`config.mk`:
```
export PLATFORM = sky130hd
export DESIGN_NAME = escaped_frame_rgb_receiver
export DESIGN_NICKNAME = d
export VERILOG_FILES = /design/src/sv/efrx_pkg.sv /design/src/sv/efrx_parser.sv /design/src/sv/efrx_outq.sv /design/src/sv/escaped_frame_rgb_receiver.sv
export SDC_FILE = /design/constraint.sdc
export NUM_CORES = 1
export LEC_CHECK = 0
export BUFFER_PORTS_ARGS = -buffer_cell sky130_fd_sc_hd__buf_2
export CAP_MARGIN = 30
export CORE_MARGIN = 1.5
export CORE_UTILIZATION = 55
export CTS_BUF_LIST = sky130_fd_sc_hd__clkbuf_16
export DETAILED_ROUTE_END_ITERATION = 10
export PLACE_DENSITY_LB_ADDON = 0.05
export RECOVER_POWER = 100
export SLEW_MARGIN = 25
export SYNTH_ARGS = -nofsm -noshare
export SYNTH_HDL_FRONTEND = slang
export SYNTH_SLANG_ARGS = --single-unit
```
`constraint.sdc`:
```
create_clock -name i_clk -period 8.9 [get_ports i_clk]
set_input_delay 0.89 -clock i_clk [delete_from_list [all_inputs] [get_ports i_clk]]
set_output_delay 0.89 -clock i_clk [all_outputs]
set_load 0.03 [all_outputs]
```
`src/sv/efrx_pkg.sv`:
```
package efrx_pkg;

    // Special byte codes on the serial link.
    localparam logic [7:0] SOF_BYTE  = 8'h7E;
    localparam logic [7:0] ESC_BYTE  = 8'h7D;
    localparam logic [7:0] XON_BYTE  = 8'h11;
    localparam logic [7:0] XOFF_BYTE = 8'h13;
    localparam logic [7:0] ESC_XOR   = 8'h20;

    // Frame types and the number of header bytes each one skips.
    localparam logic [7:0] TYPE_A      = 8'h80;
    localparam logic [7:0] TYPE_B      = 8'h81;
    localparam logic [7:0] TYPE_C      = 8'h90;
    localparam logic [7:0] SKIP_TYPE_A = 8'd10;
    localparam logic [7:0] SKIP_TYPE_B = 8'd4;
    localparam logic [7:0] SKIP_TYPE_C = 8'd11;

    // Payload sub-phase codes.
    localparam logic [7:0] PP_DATA   = 8'h00;
    localparam logic [7:0] PP_TYPE   = 8'hFE;
    localparam logic [7:0] PP_IGNORE = 8'hFF;

    localparam logic [7:0] CHECK_SUM = 8'hFF;

    // Number of kept data bytes.
    localparam int STORE_DEPTH = 6;
    localparam int CNT_W       = 3;
    localparam logic [CNT_W-1:0] STORE_FULL = CNT_W'(STORE_DEPTH);

    typedef enum logic [2:0] {
        PH_IDLE   = 3'd0,
        PH_LEN_HI = 3'd1,
        PH_LEN_LO = 3'd2,
        PH_DATA   = 3'd3,
        PH_CHECK  = 3'd4
    } t_phase;

    typedef struct packed {
        logic [7:0] rx_byte;
        logic       frame_error;
    } t_beat;

    typedef struct packed {
        logic [15:0] red;
        logic [15:0] green;
        logic [15:0] blue;
    } t_rgb;

endpackage

```
`src/sv/efrx_parser.sv`:
```
module efrx_parser (
    input  logic          i_clk,
    input  logic          i_rst_n,
    input  logic          i_valid,
    input  efrx_pkg::t_beat i_beat,
    output logic          o_valid,
    output efrx_pkg::t_rgb  o_rgb
);

    efrx_pkg::t_phase r_phase, n_phase;
    logic        r_esc, n_esc;
    logic [15:0] r_bytes_left, n_bytes_left;
    logic [7:0]  r_sum, n_sum;
    logic [7:0]  r_pphase, n_pphase;
    logic [efrx_pkg::CNT_W-1:0] r_count, n_count;
    logic [7:0]  r_store [efrx_pkg::STORE_DEPTH];
    logic        w_store_we;
    logic [7:0]  w_ub;

    // Next state for one byte beat.
    always_comb begin
        n_phase      = r_phase;
        n_esc        = r_esc;
        n_bytes_left = r_bytes_left;
        n_sum        = r_sum;
        n_pphase     = r_pphase;
        n_count      = r_count;
        w_store_we   = 1'b0;
        o_valid      = 1'b0;
        w_ub         = r_esc ? (i_beat.rx_byte ^ efrx_pkg::ESC_XOR) : i_beat.rx_byte;
        if (i_valid) begin
            if (i_beat.frame_error) begin
                n_phase = efrx_pkg::PH_IDLE;
                n_esc   = 1'b0;
            end else if (i_beat.rx_byte == efrx_pkg::SOF_BYTE) begin
                n_sum   = '0;
                n_esc   = 1'b0;
                n_phase = efrx_pkg::PH_LEN_HI;
            end else if (i_beat.rx_byte == efrx_pkg::ESC_BYTE) begin
                n_esc = 1'b1;
            end else if (i_beat.rx_byte == efrx_pkg::XON_BYTE ||
                         i_beat.rx_byte == efrx_pkg::XOFF_BYTE) begin
                n_esc = r_esc;
            end else begin
                n_esc = 1'b0;
                case (r_phase)
                    efrx_pkg::PH_LEN_HI: begin
                        n_bytes_left = {w_ub, r_bytes_left[7:0]};
                        n_phase      = efrx_pkg::PH_LEN_LO;
                    end
                    efrx_pkg::PH_LEN_LO: begin
                        n_bytes_left = {r_bytes_left[15:8], w_ub};
                        if ({r_bytes_left[15:8], w_ub} != 16'd0) begin
                            n_pphase = efrx_pkg::PP_TYPE;
                            n_count  = '0;
                            n_phase  = efrx_pkg::PH_DATA;
                        end else begin
                            n_phase = efrx_pkg::PH_IDLE;
                        end
                    end
                    efrx_pkg::PH_DATA: begin
                        n_sum        = r_sum + w_ub;
                        n_bytes_left = r_bytes_left - 16'd1;
                        if (n_bytes_left == 16'd0) begin
                            n_phase = efrx_pkg::PH_CHECK;
                        end
                        // Frame type, header skip and data capture.
                        if (r_pphase == efrx_pkg::PP_DATA) begin
                            if (r_count < efrx_pkg::STORE_FULL) begin
                                w_store_we = 1'b1;
                                n_count    = r_count + 1'b1;
                            end
                        end else if (r_pphase == efrx_pkg::PP_TYPE) begin
                            if (w_ub == efrx_pkg::TYPE_A) begin
                                n_pphase = efrx_pkg::SKIP_TYPE_A;
                            end else if (w_ub == efrx_pkg::TYPE_B) begin
                                n_pphase = efrx_pkg::SKIP_TYPE_B;
                            end else if (w_ub == efrx_pkg::TYPE_C) begin
                                n_pphase = efrx_pkg::SKIP_TYPE_C;
                            end else begin
                                n_pphase = efrx_pkg::PP_IGNORE;
                            end
                        end else if (r_pphase != efrx_pkg::PP_IGNORE) begin
                            n_pphase = r_pphase - 8'd1;
                        end
                    end
                    efrx_pkg::PH_CHECK: begin
                        n_phase = efrx_pkg::PH_IDLE;
                        if (8'(r_sum + w_ub) == efrx_pkg::CHECK_SUM &&
                            r_pphase == efrx_pkg::PP_DATA &&
                            r_count == efrx_pkg::STORE_FULL) begin
                            o_valid = 1'b1;
                        end
                    end
                    default: begin
                        n_phase = efrx_pkg::PH_IDLE;
                    end
                endcase
            end
        end
    end

    // Control state.
    always_ff @(posedge i_clk) begin
        if (!i_rst_n) begin
            r_phase      <= efrx_pkg::PH_IDLE;
            r_esc        <= 1'b0;
            r_bytes_left <= '0;
            r_sum        <= '0;
            r_pphase     <= '0;
            r_count      <= '0;
        end else begin
            r_phase      <= n_phase;
            r_esc        <= n_esc;
            r_bytes_left <= n_bytes_left;
            r_sum        <= n_sum;
            r_pphase     <= n_pphase;
            r_count      <= n_count;
        end
    end

    // Kept data bytes.
    always_ff @(posedge i_clk) begin
        if (w_store_we) begin
            r_store[r_count] <= w_ub;
        end
    end

    assign o_rgb.red   = {r_store[0], r_store[1]};
    assign o_rgb.green = {r_store[2], r_store[3]};
    assign o_rgb.blue  = {r_store[4], r_store[5]};

    // The kept-byte count never passes the store depth.
    a_count_bound: assert property (@(posedge i_clk) disable iff (!i_rst_n)
        r_count <= efrx_pkg::STORE_FULL)
        else $error("kept byte count overflow");

    // A color beat is produced only from the checksum phase.
    a_result_phase: assert property (@(posedge i_clk) disable iff (!i_rst_n)
        o_valid |-> r_phase == efrx_pkg::PH_CHECK)
        else $error("result outside checksum phase");

    // After a result the parser is idle.
    a_idle_after: assert property (@(posedge i_clk) disable iff (!i_rst_n)
        o_valid |=> r_phase == efrx_pkg::PH_IDLE)
        else $error("parser not idle after result");

endmodule

```
`src/sv/efrx_outq.sv`:
```
module efrx_outq (
    input  logic           i_clk,
    input  logic           i_rst_n,
    input  logic           i_push,
    input  efrx_pkg::t_rgb i_data,
    output logic           o_full,
    output logic           o_valid,
    output efrx_pkg::t_rgb o_data,
    input  logic           i_stall
);

    efrx_pkg::t_rgb r_mem [2];
    logic       r_wr_ptr, r_rd_ptr;
    logic [1:0] r_count, n_count;
    logic       w_pop;

    assign w_pop   = o_valid && !i_stall;
    assign o_valid = r_count != 2'd0;
    assign o_full  = r_count == 2'd2;
    assign o_data  = r_mem[r_rd_ptr];

    always_comb begin
        n_count = r_count + {1'b0, i_push} - {1'b0, w_pop};
    end

    // Pointers and fill level.
    always_ff @(posedge i_clk) begin
        if (!i_rst_n) begin
            r_wr_ptr <= 1'b0;
            r_rd_ptr <= 1'b0;
            r_count  <= '0;
        end else begin
            r_count <= n_count;
            if (i_push) begin
                r_wr_ptr <= !r_wr_ptr;
            end
            if (w_pop) begin
                r_rd_ptr <= !r_rd_ptr;
            end
        end
    end

    // Result storage.
    always_ff @(posedge i_clk) begin
        if (i_push) begin
            r_mem[r_wr_ptr] <= i_data;
        end
    end

    // Nothing is written into a full queue.
    a_no_overflow: assert property (@(posedge i_clk) disable iff (!i_rst_n)
        i_push |-> !o_full)
        else $error("push into full result queue");

    // The fill level matches the pointer distance.
    a_ptr_level: assert property (@(posedge i_clk) disable iff (!i_rst_n)
        (r_count == 2'd1) == (r_wr_ptr != r_rd_ptr))
        else $error("queue pointers disagree with level");

endmodule

```
`src/sv/escaped_frame_rgb_receiver.sv`:
```
// Flow: a byte beat accepted on the input is held in the input register and then updates the parser;
// a color beat is registered in the result queue before it is offered on the output.
// Throughput: one byte beat per cycle while o_stall is low. The two-entry result queue
// keeps taking results while the output is stalled until it is full; then o_stall holds the input.
// Reset: synchronous active-low reset returns the parser to idle and empties all stages.
module escaped_frame_rgb_receiver (
    input  logic        i_clk,
    input  logic        i_rst_n,
    input  logic        i_valid,
    input  logic [7:0]  i_rx_byte,
    input  logic        i_frame_error,
    output logic        o_stall,
    output logic        o_valid,
    output logic [15:0] o_red,
    output logic [15:0] o_green,
    output logic [15:0] o_blue,
    input  logic        i_stall
);

    logic            r_in_valid;
    efrx_pkg::t_beat r_in_beat;
    logic            w_q_full;
    logic            w_consume;
    logic            w_res_valid;
    efrx_pkg::t_rgb  w_res;
    efrx_pkg::t_rgb  w_out;

    // The input register holds its beat only while the result queue is full.
    assign w_consume = r_in_valid && !w_q_full;
    assign o_stall   = r_in_valid && w_q_full;

    always_ff @(posedge i_clk) begin
        if (!i_rst_n) begin
            r_in_valid <= 1'b0;
        end else if (!o_stall) begin
            r_in_valid <= i_valid;
        end
    end

    always_ff @(posedge i_clk) begin
        if (i_valid && !o_stall) begin
            r_in_beat.rx_byte     <= i_rx_byte;
            r_in_beat.frame_error <= i_frame_error;
        end
    end

    efrx_parser u_parser (
        .i_clk   (i_clk),
        .i_rst_n (i_rst_n),
        .i_valid (w_consume),
        .i_beat  (r_in_beat),
        .o_valid (w_res_valid),
        .o_rgb   (w_res)
    );

    efrx_outq u_outq (
        .i_clk   (i_clk),
        .i_rst_n (i_rst_n),
        .i_push  (w_res_valid),
        .i_data  (w_res),
        .o_full  (w_q_full),
        .o_valid (o_valid),
        .o_data  (w_out),
        .i_stall (i_stall)
    );

    assign o_red   = w_out.red;
    assign o_green = w_out.green;
    assign o_blue  = w_out.blue;

    // A stalled input beat stays in the input register.
    a_hold_beat: assert property (@(posedge i_clk) disable iff (!i_rst_n)
        o_stall |=> r_in_valid && $stable(r_in_beat))
        else $error("input beat lost while stalled");

endmodule

```
; Word level (Yosys, flattened, before mapping)
; Memories as Yosys holds them, arrays and structs flattened. A register that Yosys moved wholly into a read port is not among the register bits.
; Index checks and enable logic that the tools add are counted.
[totals]
mem_count = 2
latch_bits = 0
out_inout_bits = 50
ff_bits = 53
elab_cells = 132
rom_bits = 0
in_bits = 13
mem_bits_rw = 144
[classes]
div = 0
mux = 50
n_eq_ne = 27
shifts = 0
n_mul = 0
n_reduce_logical = 26
bitwise = 7
magnitude_cmp = 1
addsub = 6
[memory_table]
columns = name, depth, width, rd, rd_clocked_by_memory_dff, write_ports, line
row1 = u_outq.r_mem, 2, 48, 1, 1, 1, efrx_outq.sv:12  ; efrx_pkg::t_rgb r_mem [2];
row2 = u_parser.r_store, 6, 8, 6, 0, 1, efrx_parser.sv:16  ; logic [7:0] r_store [efrx_pkg::STORE_DEPTH];
[op_table]
columns = op, count
row1 = $mux 8, 11
row2 = $pmux 16 s3, 1
row3 = $eq 8x8->1 const B, 5
row4 = $mux 1, 25
row5 = $mux 3, 8
row6 = $reduce_and 9->1, 2
row7 = $eq 8x5->1 const B, 2
row8 = $eq 8x7->1 const B, 2
row9 = $logic_not 16->1, 1
row10 = $pmux 8 s2, 1
row11 = $reduce_bool 16->1, 1
row12 = $sub 16x1->16 const B, 1
row13 = $reduce_and 7->1, 2
row14 = $ne 2x1->1 const B, 5
row15 = $pmux 3 s3, 1
row16 = $add 8x8->8, 1
row17 = $logic_not 8->1, 1
row18 = $ne 4x2->1 const B, 2
row19 = $ne 8x8->1 const B, 1
row20 = $reduce_bool 2->1, 4
row21 = $sub 8x1->8 const B, 1
row22 = $not 1->1, 7
row23 = $eq 3x2->1 const B, 2
row24 = $eq 3x3->1 const B, 2
row25 = 18 further kinds, 28

; Depth between registers and ports, before layout
; Gate-level depths: netlist of run 1.
[depth]
ltp_word = 15
depth_mapped = 14
mapped_depth_nobuf = 14

; Cells and area by module
; A second synthesis of run 1 with hierarchy kept.
[hier_totals]
cells_unflattened = 612
hier_area_um2 = 8627.0
[by_module_without_submodules]
columns = module, n_inst, area_per_inst_um2, seq_area_each_um2, cells_per_inst
row1 = efrx_parser, 1, 4518.1, 2222.1, 426
row2 = efrx_outq, 1, 3788.6, 2982.9, 172
row3 = escaped_frame_rgb_receiver, 1, 320.3, 290.3, 14

; Worst setup path before layout of run 1
; OpenSTA, ideal clock, no wires.
[synth_timing]
path_kind = register to register
startpoint = register r_in_beat[1] (netlist bit)
endpoint = memory u_outq.r_mem[1][0] (netlist bit) (enable)
stages_incl_launch_ff = 9
t_arrival_ns = 4.392
required_ns = 8.446
setup_ns = 0.454
synth_period_minus_slack_ns = 4.845
slack_ns = 4.055
n_path_buf = 0
cell_sequence = edfxtp_1 ha_1 fa_1 xor2_1 or4b_1 nor4_1 nand4_1 or2_2 nor2_1
[synth_between]
elab_chain_cells = 14
word_cells_on_any_way = 19
classes_between = add/sub (1) / eq/ne (5) / mux (10) / reduce/logical (3)
[synth_rtl]
columns = item, line
row1 = start: declaration, escaped_frame_rgb_receiver.sv:21  ; efrx_pkg::t_beat r_in_beat;
row2 = $mux 6, efrx_parser.sv:30  ; w_ub = r_esc ? (i_beat.rx_byte ^ efrx_pkg::ESC_XOR) : i_beat.rx_byte;
row3 = $add 8x8->8, efrx_parser.sv:89  ; if (8'(r_sum + w_ub) == efrx_pkg::CHECK_SUM &&
row4 = $eq 8x8->1, efrx_parser.sv:89
row5 = $logic_and 1x1->1, efrx_parser.sv:89
row6 = $logic_and 1x1->1, efrx_parser.sv:90  ; r_pphase == efrx_pkg::PP_DATA &&
row7 = $mux 1, efrx_parser.sv:89
row8 = $mux 1, efrx_parser.sv:46  ; case (r_phase)
row9 = $mux 1, efrx_parser.sv:41  ; end else if (i_beat.rx_byte == efrx_pkg::XON_BYTE ||
row10 = $mux 1, efrx_parser.sv:39  ; end else if (i_beat.rx_byte == efrx_pkg::ESC_BYTE) begin
row11 = $mux 1 (*), efrx_parser.sv:35  ; end else if (i_beat.rx_byte == efrx_pkg::SOF_BYTE) begin
row12 = $mux 1 (*), efrx_parser.sv:32  ; if (i_beat.frame_error) begin
row13 = $mux 1 (*), efrx_parser.sv:31  ; if (i_valid) begin
row14 = $mux 1 (*), efrx_outq.sv:45  ; if (i_push) begin
row15 = $mux 1 (not written as such) (*), efrx_outq.sv:46  ; r_mem[r_wr_ptr] <= i_data;
row16 = end: declaration, efrx_outq.sv:12
; Mark *: on every way between the ends. The rest lies on a longest branch, timed or not.

; Final worst setup path of run 1
[layout_timing]
startpoint = register r_in_beat[1] (netlist bit)
endpoint = memory u_outq.r_mem[1][6] (netlist bit) (enable)
; The elaborated chain is that of the path after synthesis.

==> results of run 1 <==
==> power breakdown <==
part,switching (W),internal (W),leakage (nW)
registers,0.0000154,0.000997,1.74
clock network,0.000330,0.000473,0.318
logic,0.000176,0.0000928,1.08
total,0.000521,0.00156,3.14
==> final timing paths <==
kind | cells past startpoint | start | slack (ns) | end
worst min-delay path | 0 | u_parser.r_store[3][3]$_DFFE_PP_ | 0.45 | u_outq.r_mem[1][19]$_DFFE_PP_
worst max-delay path | 10 | r_in_beat[1]$_DFFE_PP_ | 3.01 | u_outq.r_mem[1][6]$_DFFE_PP_
worst max register to register | 10 | r_in_beat[1]$_DFFE_PP_ | 3.01 | u_outq.r_mem[1][6]$_DFFE_PP_
worst min register to register | 0 | u_parser.r_store[3][3]$_DFFE_PP_ | 0.45 | u_outq.r_mem[1][19]$_DFFE_PP_
==> worst max-delay path, cell delays in order, from the launching register on <==
cell	delay (ns)
sky130_fd_sc_hd__edfxtp_1	0.36
sky130_fd_sc_hd__clkbuf_1	0.43
sky130_fd_sc_hd__ha_1	0.44
sky130_fd_sc_hd__fa_1	0.44
sky130_fd_sc_hd__xor2_1	0.20
sky130_fd_sc_hd__or4b_1	0.44
sky130_fd_sc_hd__nor4_1	0.22
sky130_fd_sc_hd__nand4_1	0.16
sky130_fd_sc_hd__or2_2	0.34
sky130_fd_sc_hd__nor2_1	0.93
sky130_fd_sc_hd__clkbuf_1	1.50
==> sequential cells by signal (all words and copies together), names as in the netlist, named ones only <==
signal,flops
u_outq.r_mem,96
u_parser.r_store,48
u_parser.r_bytes_left,16
r_in_beat,9
u_parser.r_pphase,8
u_parser.r_sum,8
u_parser.r_count,3
u_parser.r_phase,3
u_outq.r_count,2
r_in_valid,1
u_outq.r_rd_ptr,1
u_outq.r_wr_ptr,1
u_parser.r_esc,1
==> per-layer routing <==
layer  global-route usage  routed length [um]
met1                0.287                7610
met2                0.382                8480
met3               0.0389                 791
met4                0.120                 729
met5                    0                   0
==> logic make-up (layout without fill, tap and decap cells) <==
logic type                 after synthesis  after routing  synth area share
buffers and inverters                   47            125            0.0230
AOI/OAI and AO/OA                      125            125            0.0965
muxes                                   49             49            0.0648
xor gates and xnor gates                17             17            0.0175
adders and majority gates               17             17            0.0259
and+or+nand+nor                        187            187             0.125
DFF                                    198            198             0.647
==> through the flow <==
step                power (W)  instances  utilization  setup WS, ns  hold slack, ns
floorplan             0.00124        640            -          4.05           0.421
global placement      0.00131        874        0.594          5.02           0.422
detailed placement    0.00131        874        0.595          4.95           0.432
CTS                   0.00211        906        0.636          4.91           0.445
global route          0.00215        906        0.625          2.50           0.451
finish                0.00208        906        0.625          3.01           0.446
==> layout make-up <==
cell class | count | area, sq um | area share
clock buffer | 17 | 425 | 0.0450
clock inverter | 15 | 200 | 0.0212
multi-input combinational | 395 | 2740 | 0.289
tap | 188 | 235 | 0.0249
sequential | 198 | 5500 | 0.581
inverter | 23 | 87.6 | 0.00926
timing repair buffer | 70 | 282 | 0.0298
==> cells in the final DEF, fill, tap and decap left out, types with 7 or more instances in the layout <==
master,synthesis,layout
sky130_fd_sc_hd__a22oi_1,15,15
sky130_fd_sc_hd__xnor2_1,10,10
sky130_fd_sc_hd__a211oi_1,10,10
sky130_fd_sc_hd__ha_1,16,16
sky130_fd_sc_hd__a21oi_1,37,37
sky130_fd_sc_hd__nor4_1,8,11
sky130_fd_sc_hd__inv_1,22,25
sky130_fd_sc_hd__nand2b_1,8,8
sky130_fd_sc_hd__o21ai_0,18,20
sky130_fd_sc_hd__nand2_1,25,25
sky130_fd_sc_hd__or3_1,8,8
sky130_fd_sc_hd__dfxtp_1,45,45
sky130_fd_sc_hd__buf_2,6,15
sky130_fd_sc_hd__nor2_1,57,57
sky130_fd_sc_hd__xor2_1,7,7
sky130_fd_sc_hd__mux2_2,48,45
sky130_fd_sc_hd__clkbuf_16,0,17
sky130_fd_sc_hd__clkbuf_1,14,55
sky130_fd_sc_hd__nor3_1,18,21
sky130_fd_sc_hd__nor3b_1,9,9
sky130_fd_sc_hd__edfxtp_1,153,153
==> qor.txt, run 1 <==
FLOORPLAN
----------------------------------------------------------------------------------
Floorplan die area ..................................................  16200 sq um
Top-level I/O count .................................................           63
Overall die width ...................................................       127 um
Initial core utilization ............................................        0.561
Cell row count ......................................................           45
Core Footprint ......................................................  15100 sq um
Vert. Die Dim .......................................................       127 um

YOSYS
----------------------------------------------------------------------------------
Count of warnings emitted by yosys ..................................            0
Share of synthesized flip-flops with an asynchronous set or reset ...            0
Number of nets produced by synthesis ................................          670
Ranking of synthesized cells by instance count ...................... sky130_fd_sc_hd__edfxtp_1 (153), sky130_fd_sc_hd__nor2_1 (57), sky130_fd_sc_hd__mux2_2 (48), sky130_fd_sc_hd__dfxtp_1 (45), sky130_fd_sc_hd__a21oi_1 (37)
Cell count after synthesis ..........................................          640
Most area-consuming cells after synthesis ........................... sky130_fd_sc_hd__edfxtp_1 (54%), sky130_fd_sc_hd__dfxtp_1 (11%), sky130_fd_sc_hd__mux2_2 (6.4%)
Share of the yosys chip area belonging to registers .................        0.647
Number of synthesized register bits .................................          198
Syn Area/Cell .......................................................   13.3 sq um
Area of the mapped netlist ..........................................   8490 sq um
Netlist cell types ..................................................           70
Synth top area share ................................................        0.541
Most instantiated flip-flop cell in the synthesis netlist ........... sky130_fd_sc_hd__edfxtp_1
Library cell occupying the most area in the post-synthesis netlist .. sky130_fd_sc_hd__edfxtp_1
Count leader, synth ................................................. sky130_fd_sc_hd__edfxtp_1
Post-synth EDFFs ....................................................          153

TIMING
----------------------------------------------------------------------------------
Unrepaired setup endpoints after global routing .....................        false
Part of the cycle the worst path needs ..............................        0.662
Setup tns final .....................................................         0 ns
Final Hold Fails ....................................................            0
Clock skew after layout .............................................   0.00920 ns
Count of pins over their slew limit .................................          154
Post-layout min period ..............................................      5.89 ns
Worst Tran Pin Value ................................................      2.30 ns
Setup Viol. Count Final .............................................            0
Max transition margin ...............................................       -0.532
Fmax achieved .......................................................      170 MHz

CLOCK NETWORK
----------------------------------------------------------------------------------
Clock latency reported for the late side of the worst-skew pair .....      0.43 ns
Number of hold buffers added after CTS ..............................            0
TritonCTS clock tree ................................................         done
Maximum level of the CTS H-tree .....................................            4
Number of clock buffers inserted by TritonCTS .......................           17
Resize count post-CTS ...............................................            0
Number of buffers inserted by post-CTS setup repair .................            0
CTS root buffer ..................................................... sky130_fd_sc_hd__clkbuf_16
Clock slew at reported path FFs .....................................      0.07 ns
Maximum root-to-sink buffer count ...................................            2
Clk sinks ...........................................................          198

ROUTING
----------------------------------------------------------------------------------
Final routed wire length divided by cell count ......................      19.4 um
Via total after detailed routing ....................................         5401
Detailed Routing Iterations Pass 1 ..................................            5
Via count normalized by instance count ..............................         5.96
Total wirelength of the detailed-routed design ......................     17600 um
Starting DRC count in detailed routing ..............................          362
DRC violations left .................................................            0
Remaining number of nets flagged by the antenna check after routing .            0

CRITICAL PATH
----------------------------------------------------------------------------------
Required time of the critical path ..................................      8.91 ns
Kind of start point of the critical path ............................    flip-flop
Largest fanout on the critical path .................................           35
Crit path DAT .......................................................      5.90 ns
CP Capture Type .....................................................    flip-flop
CP Class ............................................................      reg2reg

GRT
----------------------------------------------------------------------------------
Maximum number of pins on one net before global-route repair ........           49
Initial antenna violation count .....................................            0
Total congestion overflow ...........................................            0
Via count of the first global-routing pass ..........................         5389
Total routing resource utilization after global routing .............        0.228
Global-route wire length before repair ..............................     27900 um

JOB
----------------------------------------------------------------------------------
Number of violations of the max-capacitance limit ...................            5

FINAL LAYOUT
----------------------------------------------------------------------------------
Fillcell total ......................................................         1157
Fin area ............................................................   9460 sq um
Layout-stage area growth over the synthesis result ..................        11.4%
Proportion of layout cells with a drive suffix above 1 ..............        0.139
Layout net count ....................................................          735
Total inserted antenna cells ........................................            0

STATUS
----------------------------------------------------------------------------------
Run status .......................................................... finished, violations left
Failing checks ...................................................... max-capacitance violations, max-slew violations

PLACE
----------------------------------------------------------------------------------
Dpl cell area .......................................................   9010 sq um
Number of buffers added on ports ....................................           62
GP Congestion .......................................................        0.968
Half-perimeter wire length of the detailed placement result .........     11400 um

POWER
----------------------------------------------------------------------------------
Total power density per cell area ...................................  220 nW/um^2
Leakage .............................................................      3.14 nW
Peak supply drop ....................................................       135 uV

MIN PATH
----------------------------------------------------------------------------------
Class of the worst hold path ........................................      reg2reg

Note: power is estimated with default switching activity, not from simulation.
==> run 2: changes to the inputs <==
Clock period 8.9 ns to 5.5 ns, I/O delays scaled along.
==> run 2 against run 1 <==
  * The run still ends with max-capacitance violations, max-slew violations left
  * Critical path depth stayed put
  * Utilization is 0.21 points lower
  * Clock-buffer cell count stayed put
  * Combinational power is 61% higher
  * Via count hardly changed
  * Non-clock buffer count is 2 higher
  * Total power is 56% higher
  * Clock power is 47% higher
  * Critical endpoint is now u_outq.r_mem[0][6]$_DFFE_PP_
  * Largest power group unchanged
  * Highest routed layer unchanged
==> qor.txt, run 2 (synthesis results as in run 1) <==
FLOORPLAN
----------------------------------------------------------------------------------
Overall die width ...................................................       127 um   unchanged
Floorplan die area ..................................................  16200 sq um   unchanged
Core Footprint ......................................................  15100 sq um   unchanged
Initial core utilization ............................................        0.561   unchanged
Cell row count ......................................................           45   unchanged
Vert. Die Dim .......................................................       127 um   unchanged
Top-level I/O count .................................................           63   unchanged

CLOCK NETWORK
----------------------------------------------------------------------------------
Clock latency reported for the late side of the worst-skew pair .....      0.44 ns   about the same
Maximum level of the CTS H-tree .....................................            4   unchanged
Number of buffers inserted by post-CTS setup repair .................            0   unchanged
TritonCTS clock tree ................................................         done
Clock slew at reported path FFs .....................................      0.07 ns   about the same
Resize count post-CTS ...............................................            0   unchanged
Maximum root-to-sink buffer count ...................................            2   unchanged
Clk sinks ...........................................................          198   unchanged
Number of hold buffers added after CTS ..............................            0   unchanged
Number of clock buffers inserted by TritonCTS .......................           17   unchanged
CTS root buffer ..................................................... sky130_fd_sc_hd__clkbuf_16

ROUTING
----------------------------------------------------------------------------------
Remaining number of nets flagged by the antenna check after routing .            0   unchanged
Met3 wire len .......................................................       764 um   -3.4%
Routed length on met1 ...............................................      7560 um   -0.58%
Met2 wire len .......................................................      8420 um   -0.60%
Detailed Routing Iterations Pass 1 ..................................            5   unchanged
Via count normalized by instance count ..............................         5.94   -0.29%
DRC violations left .................................................            0   unchanged
Via total after detailed routing ....................................         5397   -0.074%
Uppermost layer routed ..............................................         met4
Final routed wire length divided by cell count ......................      18.9 um   -2.6%
Starting DRC count in detailed routing ..............................          363   +0.28%
Total wirelength of the detailed-routed design ......................     17200 um   -2.4%

GRT
----------------------------------------------------------------------------------
Maximum number of pins on one net before global-route repair ........           41   -16%
Global-route wire length before repair ..............................     26800 um   -4.0%
Via count of the first global-routing pass ..........................         5135   -4.7%
Total routing resource utilization after global routing .............        0.220   -0.00883
Total congestion overflow ...........................................            0   unchanged
Initial antenna violation count .....................................            0   unchanged

CRITICAL PATH
----------------------------------------------------------------------------------
Required time of the critical path ..................................      5.57 ns   -3.34 ns
Largest fanout on the critical path .................................           28   -20%
Kind of start point of the critical path ............................    flip-flop
Crit path DAT .......................................................      4.47 ns   -1.43 ns
CP Class ............................................................      reg2reg
CP Capture Type .....................................................    flip-flop
Depth of the most critical reg-to-reg path ..........................           10   unchanged

POWER
----------------------------------------------------------------------------------
Switching portion of total power ....................................        0.273   +0.0233
Sequential Power Share ..............................................        0.504   +0.018
Part of the total power dissipated in combinational logic ...........        0.133   +0.004
Clock group share of total power ....................................        0.363   -0.022
Leakage .............................................................      3.12 nW   -0.83%
Total power density per cell area ...................................  345 nW/um^2   +57%
Peak supply drop ....................................................       203 uV   +51%
Net switching power of the design ...................................   0.000889 W   +71%
Cell Int Power ......................................................    0.00236 W   +51%

FINAL LAYOUT
----------------------------------------------------------------------------------
Proportion of layout cells with a drive suffix above 1 ..............        0.150   +0.0107
Register bank with the most flops ................................... u_outq.r_mem
Largest registers ................................................... u_outq.r_mem (96), u_parser.r_store (48), u_parser.r_bytes_left (16)
Max FFs per register ................................................           96   unchanged
Fillcell total ......................................................         1168   +0.95%
Most common cell after layout, fill and taps aside .................. sky130_fd_sc_hd__edfxtp_1
Layout-stage area growth over the synthesis result ..................        11.1%
Total inserted antenna cells ........................................            0   unchanged
Leading cell types in the layout, fill and taps excluded ............ sky130_fd_sc_hd__edfxtp_1 (153), sky130_fd_sc_hd__nor2_1 (56), sky130_fd_sc_hd__clkbuf_1 (53)
Layout net count ....................................................          737   +0.27%
Fin area ............................................................   9430 sq um   -0.33%

STATUS
----------------------------------------------------------------------------------
Run status .......................................................... finished, violations left
Failing checks ...................................................... max-capacitance violations, max-slew violations

MIN PATH
----------------------------------------------------------------------------------
Number of cells on the worst hold path ..............................            1   +1
Class of the worst hold path ........................................       in2reg

TIMING
----------------------------------------------------------------------------------
Worst Tran Pin Value ................................................      2.25 ns   -0.0437 ns
Max transition margin ...............................................       -0.502   +0.0291
Clock skew after layout .............................................    0.0128 ns   +0.00363 ns
Final Hold Fails ....................................................            0   unchanged
Fmax achieved .......................................................      227 MHz   +34%
Count of pins over their slew limit .................................           69   -55%
Unrepaired setup endpoints after global routing .....................        false
Part of the cycle the worst path needs ..............................        0.801   +0.139
Post-layout min period ..............................................      4.40 ns   -1.48 ns
Setup Viol. Count Final .............................................            0   unchanged
Setup tns final .....................................................         0 ns   unchanged

PLACE
----------------------------------------------------------------------------------
Dpl cell area .......................................................   9020 sq um   +0.14%
Number of buffers added on ports ....................................           62   unchanged
GP Congestion .......................................................        0.979   +1.2%
Half-perimeter wire length of the detailed placement result .........     11200 um   -1.2%

JOB
----------------------------------------------------------------------------------
Number of violations of the max-capacitance limit ...................            3   -2

run 2: changes by cell type in the layout (fill, tap and decap cells not counted), moves of 3 or more:
cell / delta
sky130_fd_sc_hd__bufinv_16: -4
sky130_fd_sc_hd__clkinvlp_4: +4
sky130_fd_sc_hd__inv_8: +4
sky130_fd_sc_hd__inv_1: -3
run 2: cell type report:
type | count | area, sq um | area share
Clock buffer | 17 | 425 | 0.0451
Clock inverter | 15 | 138 | 0.0146
Inverter | 23 | 86.3 | 0.00916
Multi-Input combinational cell | 395 | 2750 | 0.292
Sequential cell | 198 | 5500 | 0.583
Tap cell | 188 | 235 | 0.0249
Timing Repair Buffer | 72 | 299 | 0.0317
run 2: worst max-delay path, cell delays in order (launching register included):
cell and delay, ns:
sky130_fd_sc_hd__edfxtp_1 0.36, sky130_fd_sc_hd__clkbuf_1 0.41, sky130_fd_sc_hd__ha_1 0.43, sky130_fd_sc_hd__fa_1 0.45, sky130_fd_sc_hd__xor2_1 0.21, sky130_fd_sc_hd__or4b_1 0.45
sky130_fd_sc_hd__nor4_1 0.19, sky130_fd_sc_hd__nand4_1 0.17, sky130_fd_sc_hd__or3_1 0.40, sky130_fd_sc_hd__inv_2 0.49, sky130_fd_sc_hd__clkbuf_1 0.48
run 2: per-layer routing:
layer | global-route usage | vias up
li1 | - | 2576
met3 | 0.0444 | 27
met5 | 0 | -
met2 | 0.371 | 161
met1 | 0.278 | 2633
met4 | 0.0929 | 0
run 2: power groups by stage:
stage	Combinational, W	Clock [W]	Sequential (W)
after detailed placement	0.000452	0	0.00167
after global placement	0.000449	0	0.00167
after global routing	0.000467	0.00126	0.00164
after floorplan	0.000344	0	0.00166
after CTS	0.000453	0.00121	0.00164
final	0.000434	0.00118	0.00164
run 2: final timing paths:
check,to,slack (ns),start
min reg2reg,u_outq.r_mem[0][11]$_DFFE_PP_,0.45,u_parser.r_store[4][3]$_DFFE_PP_
max reg2reg,u_outq.r_mem[0][6]$_DFFE_PP_,1.10,r_in_beat[1]$_DFFE_PP_
max,u_outq.r_mem[0][6]$_DFFE_PP_,1.10,r_in_beat[1]$_DFFE_PP_
min,r_in_beat[7]$_DFFE_PP_,0.29,i_rx_byte[6]
run 2: per-stage QoR:
step                      setup WS, ns  cells  hold slack, ns   util  power (W)
after global routing             0.763    908           0.275  0.623    0.00336
after CTS                         1.50    908           0.272  0.633    0.00330
after detailed placement          1.52    876           0.432  0.595    0.00212
after floorplan                  0.655    640           0.421      -    0.00200
after global placement            1.62    876           0.426  0.595    0.00212
final                             1.10    908           0.292  0.623    0.00325
==> run 3: changes to the inputs <==
Settings changed: CORE_UTILIZATION 55 to 54.
Clock period 5.5 ns to 4 ns, I/O delays scaled along.
==> run 3 against run 2 <==
  * The run still ends with max-capacitance violations, max-slew violations left
  * Sequential share of layout area fell by 0.67 points
  * Sequential power rose by 40%
  * First-iteration DRC count rose by 24%
  * Final area rose by 1.2%
  * Critical endpoint is now u_outq.r_mem[1][47]$_DFFE_PP_
  * Largest power group unchanged
==> qor.txt, run 3 (synthesis results as in run 1) <==
CRITICAL PATH
----------------------------------------------------------------------------------
Required time of the critical path ..................................      4.06 ns   -1.51 ns
Cells along the critical path ....................................... xnor2_1, inv_1, ha_1, inv_1, or4_1, nand3_1, nand4_1, or2_2, nor2_4, clkbuf_4
CP max-delay cell ................................................... sky130_fd_sc_hd__clkbuf_4
Crit-path max cell delay ............................................      0.60 ns   +0.11 ns
Combined buffer and inverter count along the critical path ..........            3   unchanged
CP Class ............................................................      reg2reg
Kind of start point of the critical path ............................    flip-flop
Critical path's top delay family .................................... simple AND/OR/NAND/NOR gates
CP dominant cell by count ........................................... sky130_fd_sc_hd__inv_1
CP Capture Type .....................................................    flip-flop
Crit path DAT .......................................................      3.76 ns   -0.71 ns
Largest fanout on the critical path .................................           48   +71%

PLACE
----------------------------------------------------------------------------------
Dpl cell area .......................................................   9120 sq um   +1.1%
Number of buffers added on ports ....................................           62   unchanged
GP Congestion .......................................................        0.901   -7.9%
Half-perimeter wire length of the detailed placement result .........     11200 um   -0.12%

GRT
----------------------------------------------------------------------------------
Total routing resource utilization after global routing .............        0.222   +0.00249
Via count of the first global-routing pass ..........................         5378   +4.7%
Global-route wire length before repair ..............................     27700 um   +3.2%
Initial antenna violation count .....................................            0   unchanged
Maximum number of pins on one net before global-route repair ........           49   +20%
Total congestion overflow ...........................................            0   unchanged

TIMING
----------------------------------------------------------------------------------
Fmax achieved .......................................................      270 MHz   +19%
Worst Tran Pin Value ................................................      2.19 ns   -0.0596 ns
Unrepaired setup endpoints after global routing .....................        false
Clock skew after layout .............................................   0.00861 ns   -0.00422 ns
Max transition margin ...............................................       -0.465   +0.0377
Setup Viol. Count Final .............................................            0   unchanged
Post-layout min period ..............................................      3.70 ns   -0.700 ns
Setup tns final .....................................................         0 ns   unchanged
Part of the cycle the worst path needs ..............................        0.926   +0.125
Final Hold Fails ....................................................            0   unchanged
Count of pins over their slew limit .................................           49   -29%

JOB
----------------------------------------------------------------------------------
Number of violations of the max-capacitance limit ...................            1   -2

FINAL LAYOUT
----------------------------------------------------------------------------------
Proportion of layout cells with a drive suffix above 1 ..............        0.151   +0.00110
Largest registers ................................................... u_outq.r_mem (96), u_parser.r_store (48), u_parser.r_bytes_left (16)
Max FFs per register ................................................           96   unchanged
Most common cell after layout, fill and taps aside .................. sky130_fd_sc_hd__edfxtp_1
Leading cell types in the layout, fill and taps excluded ............ sky130_fd_sc_hd__edfxtp_1 (153), sky130_fd_sc_hd__clkbuf_1 (57), sky130_fd_sc_hd__nor2_1 (56)
Register bank with the most flops ................................... u_outq.r_mem
Fin area ............................................................   9540 sq um   +1.2%
Layout-stage area growth over the synthesis result ..................        12.4%
Total inserted antenna cells ........................................            0   unchanged
Layout net count ....................................................          745   +1.1%

ROUTING
----------------------------------------------------------------------------------
Starting DRC count in detailed routing ..............................          451   +24%
Final routed wire length divided by cell count ......................      18.6 um   -1.9%
Total wirelength of the detailed-routed design ......................     17400 um   +1.4%
Via count normalized by instance count ..............................         5.84   -1.7%
Remaining number of nets flagged by the antenna check after routing .            0   unchanged
Via total after detailed routing ....................................         5484   +1.6%
DRC violations left .................................................            0   unchanged
Detailed Routing Iterations Pass 1 ..................................            5   unchanged

FLOORPLAN
----------------------------------------------------------------------------------
Top-level I/O count .................................................           63   unchanged
Cell row count ......................................................           45   unchanged
Overall die width ...................................................       128 um   +0.90%
Initial core utilization ............................................        0.556   -0.00414
Core Footprint ......................................................  15300 sq um   +0.74%
Vert. Die Dim .......................................................       128 um   +0.90%
Floorplan die area ..................................................  16500 sq um   +1.8%

CLOCK NETWORK
----------------------------------------------------------------------------------
CTS root buffer ..................................................... sky130_fd_sc_hd__clkbuf_16
Number of clock buffers inserted by TritonCTS .......................           17   unchanged
Number of hold buffers added after CTS ..............................            0   unchanged
Clock latency reported for the late side of the worst-skew pair .....      0.43 ns   about the same
Resize count post-CTS ...............................................            0   unchanged
Maximum level of the CTS H-tree .....................................            4   unchanged
Maximum root-to-sink buffer count ...................................            2   unchanged
TritonCTS clock tree ................................................         done
Clk sinks ...........................................................          198   unchanged
Clock slew at reported path FFs .....................................      0.07 ns   about the same
Number of buffers inserted by post-CTS setup repair .................            0   unchanged

STATUS
----------------------------------------------------------------------------------
Failing checks ...................................................... max-capacitance violations, max-slew violations
Run status .......................................................... finished, violations left

POWER
----------------------------------------------------------------------------------
Total power density per cell area ...................................  467 nW/um^2   +35%
Post-layout total power .............................................    0.00445 W   +37%
Peak supply drop ....................................................       292 uV   +44%
Leakage .............................................................      3.14 nW   +0.69%

MIN PATH
----------------------------------------------------------------------------------
Class of the worst hold path ........................................       in2reg

[run 3: cell count changes in the layout (fill, tap and decap cells not counted), sizes merged]
cell,change
clkbuf,+5
inv,-1
clkinvlp,-1
clkinv,+2
buf,+3
[run 3: layout make-up]
type | instances | area (sq um)
sequential | 198 | 5500
tap | 211 | 264
multi-input combinational | 395 | 2790
inverter | 23 | 86.3
clock inverter | 15 | 138
clock buffer | 17 | 425
fill | 1228 | 5720
timing repair buffer | 80 | 339
[run 3: path summary, 6_finish.rpt]
check | to | slack [ns] | from | cells after the start
setup / recovery | u_outq.r_mem[1][47]$_DFFE_PP_ | 0.30 | r_in_beat[6]$_DFFE_PP_ | 10
hold / removal | r_in_beat[5]$_DFFE_PP_ | 0.14 | i_rx_byte[4] | 1
setup reg to reg | u_outq.r_mem[1][47]$_DFFE_PP_ | 0.30 | r_in_beat[6]$_DFFE_PP_ | 10
hold reg to reg | u_outq.r_mem[0][15]$_DFFE_PP_ | 0.44 | u_parser.r_store[4][7]$_DFFE_PP_ | 0
[run 3: power breakdown]
group / internal (W) / total, W / switching [W] / leakage, nW
clock: 0.000824 / 0.00160 / 0.000781 / 0.268
combinational: 0.000207 / 0.000552 / 0.000345 / 1.13
sequential: 0.00222 / 0.00230 / 0.0000792 / 1.74
total: 0.00325 / 0.00445 / 0.00121 / 3.14
[run 3: stage by stage]
| step | utilization | setup slack [ns] | std cells | hold WS, ns |
|---|---|---|---|---|
| 5_1_grt | 0.625 | 0.0356 | 939 | 0.128 |
| 6_report | 0.625 | 0.295 | 939 | 0.143 |
| 3_3_place_gp | 0.597 | 0.515 | 906 | 0.422 |
| 4_1_cts | 0.635 | 0.360 | 938 | 0.127 |
| 2_1_floorplan | - | 0.223 | 640 | 0.421 |
| 3_5_place_dp | 0.598 | 0.372 | 906 | 0.434 |
[run 3: layer usage]
layer / global-route usage / wire (um)
met1: 0.293 / 7740
met2: 0.369 / 8430
met3: 0.0366 / 947
met4: 0.0932 / 321
met5: 0 / 0
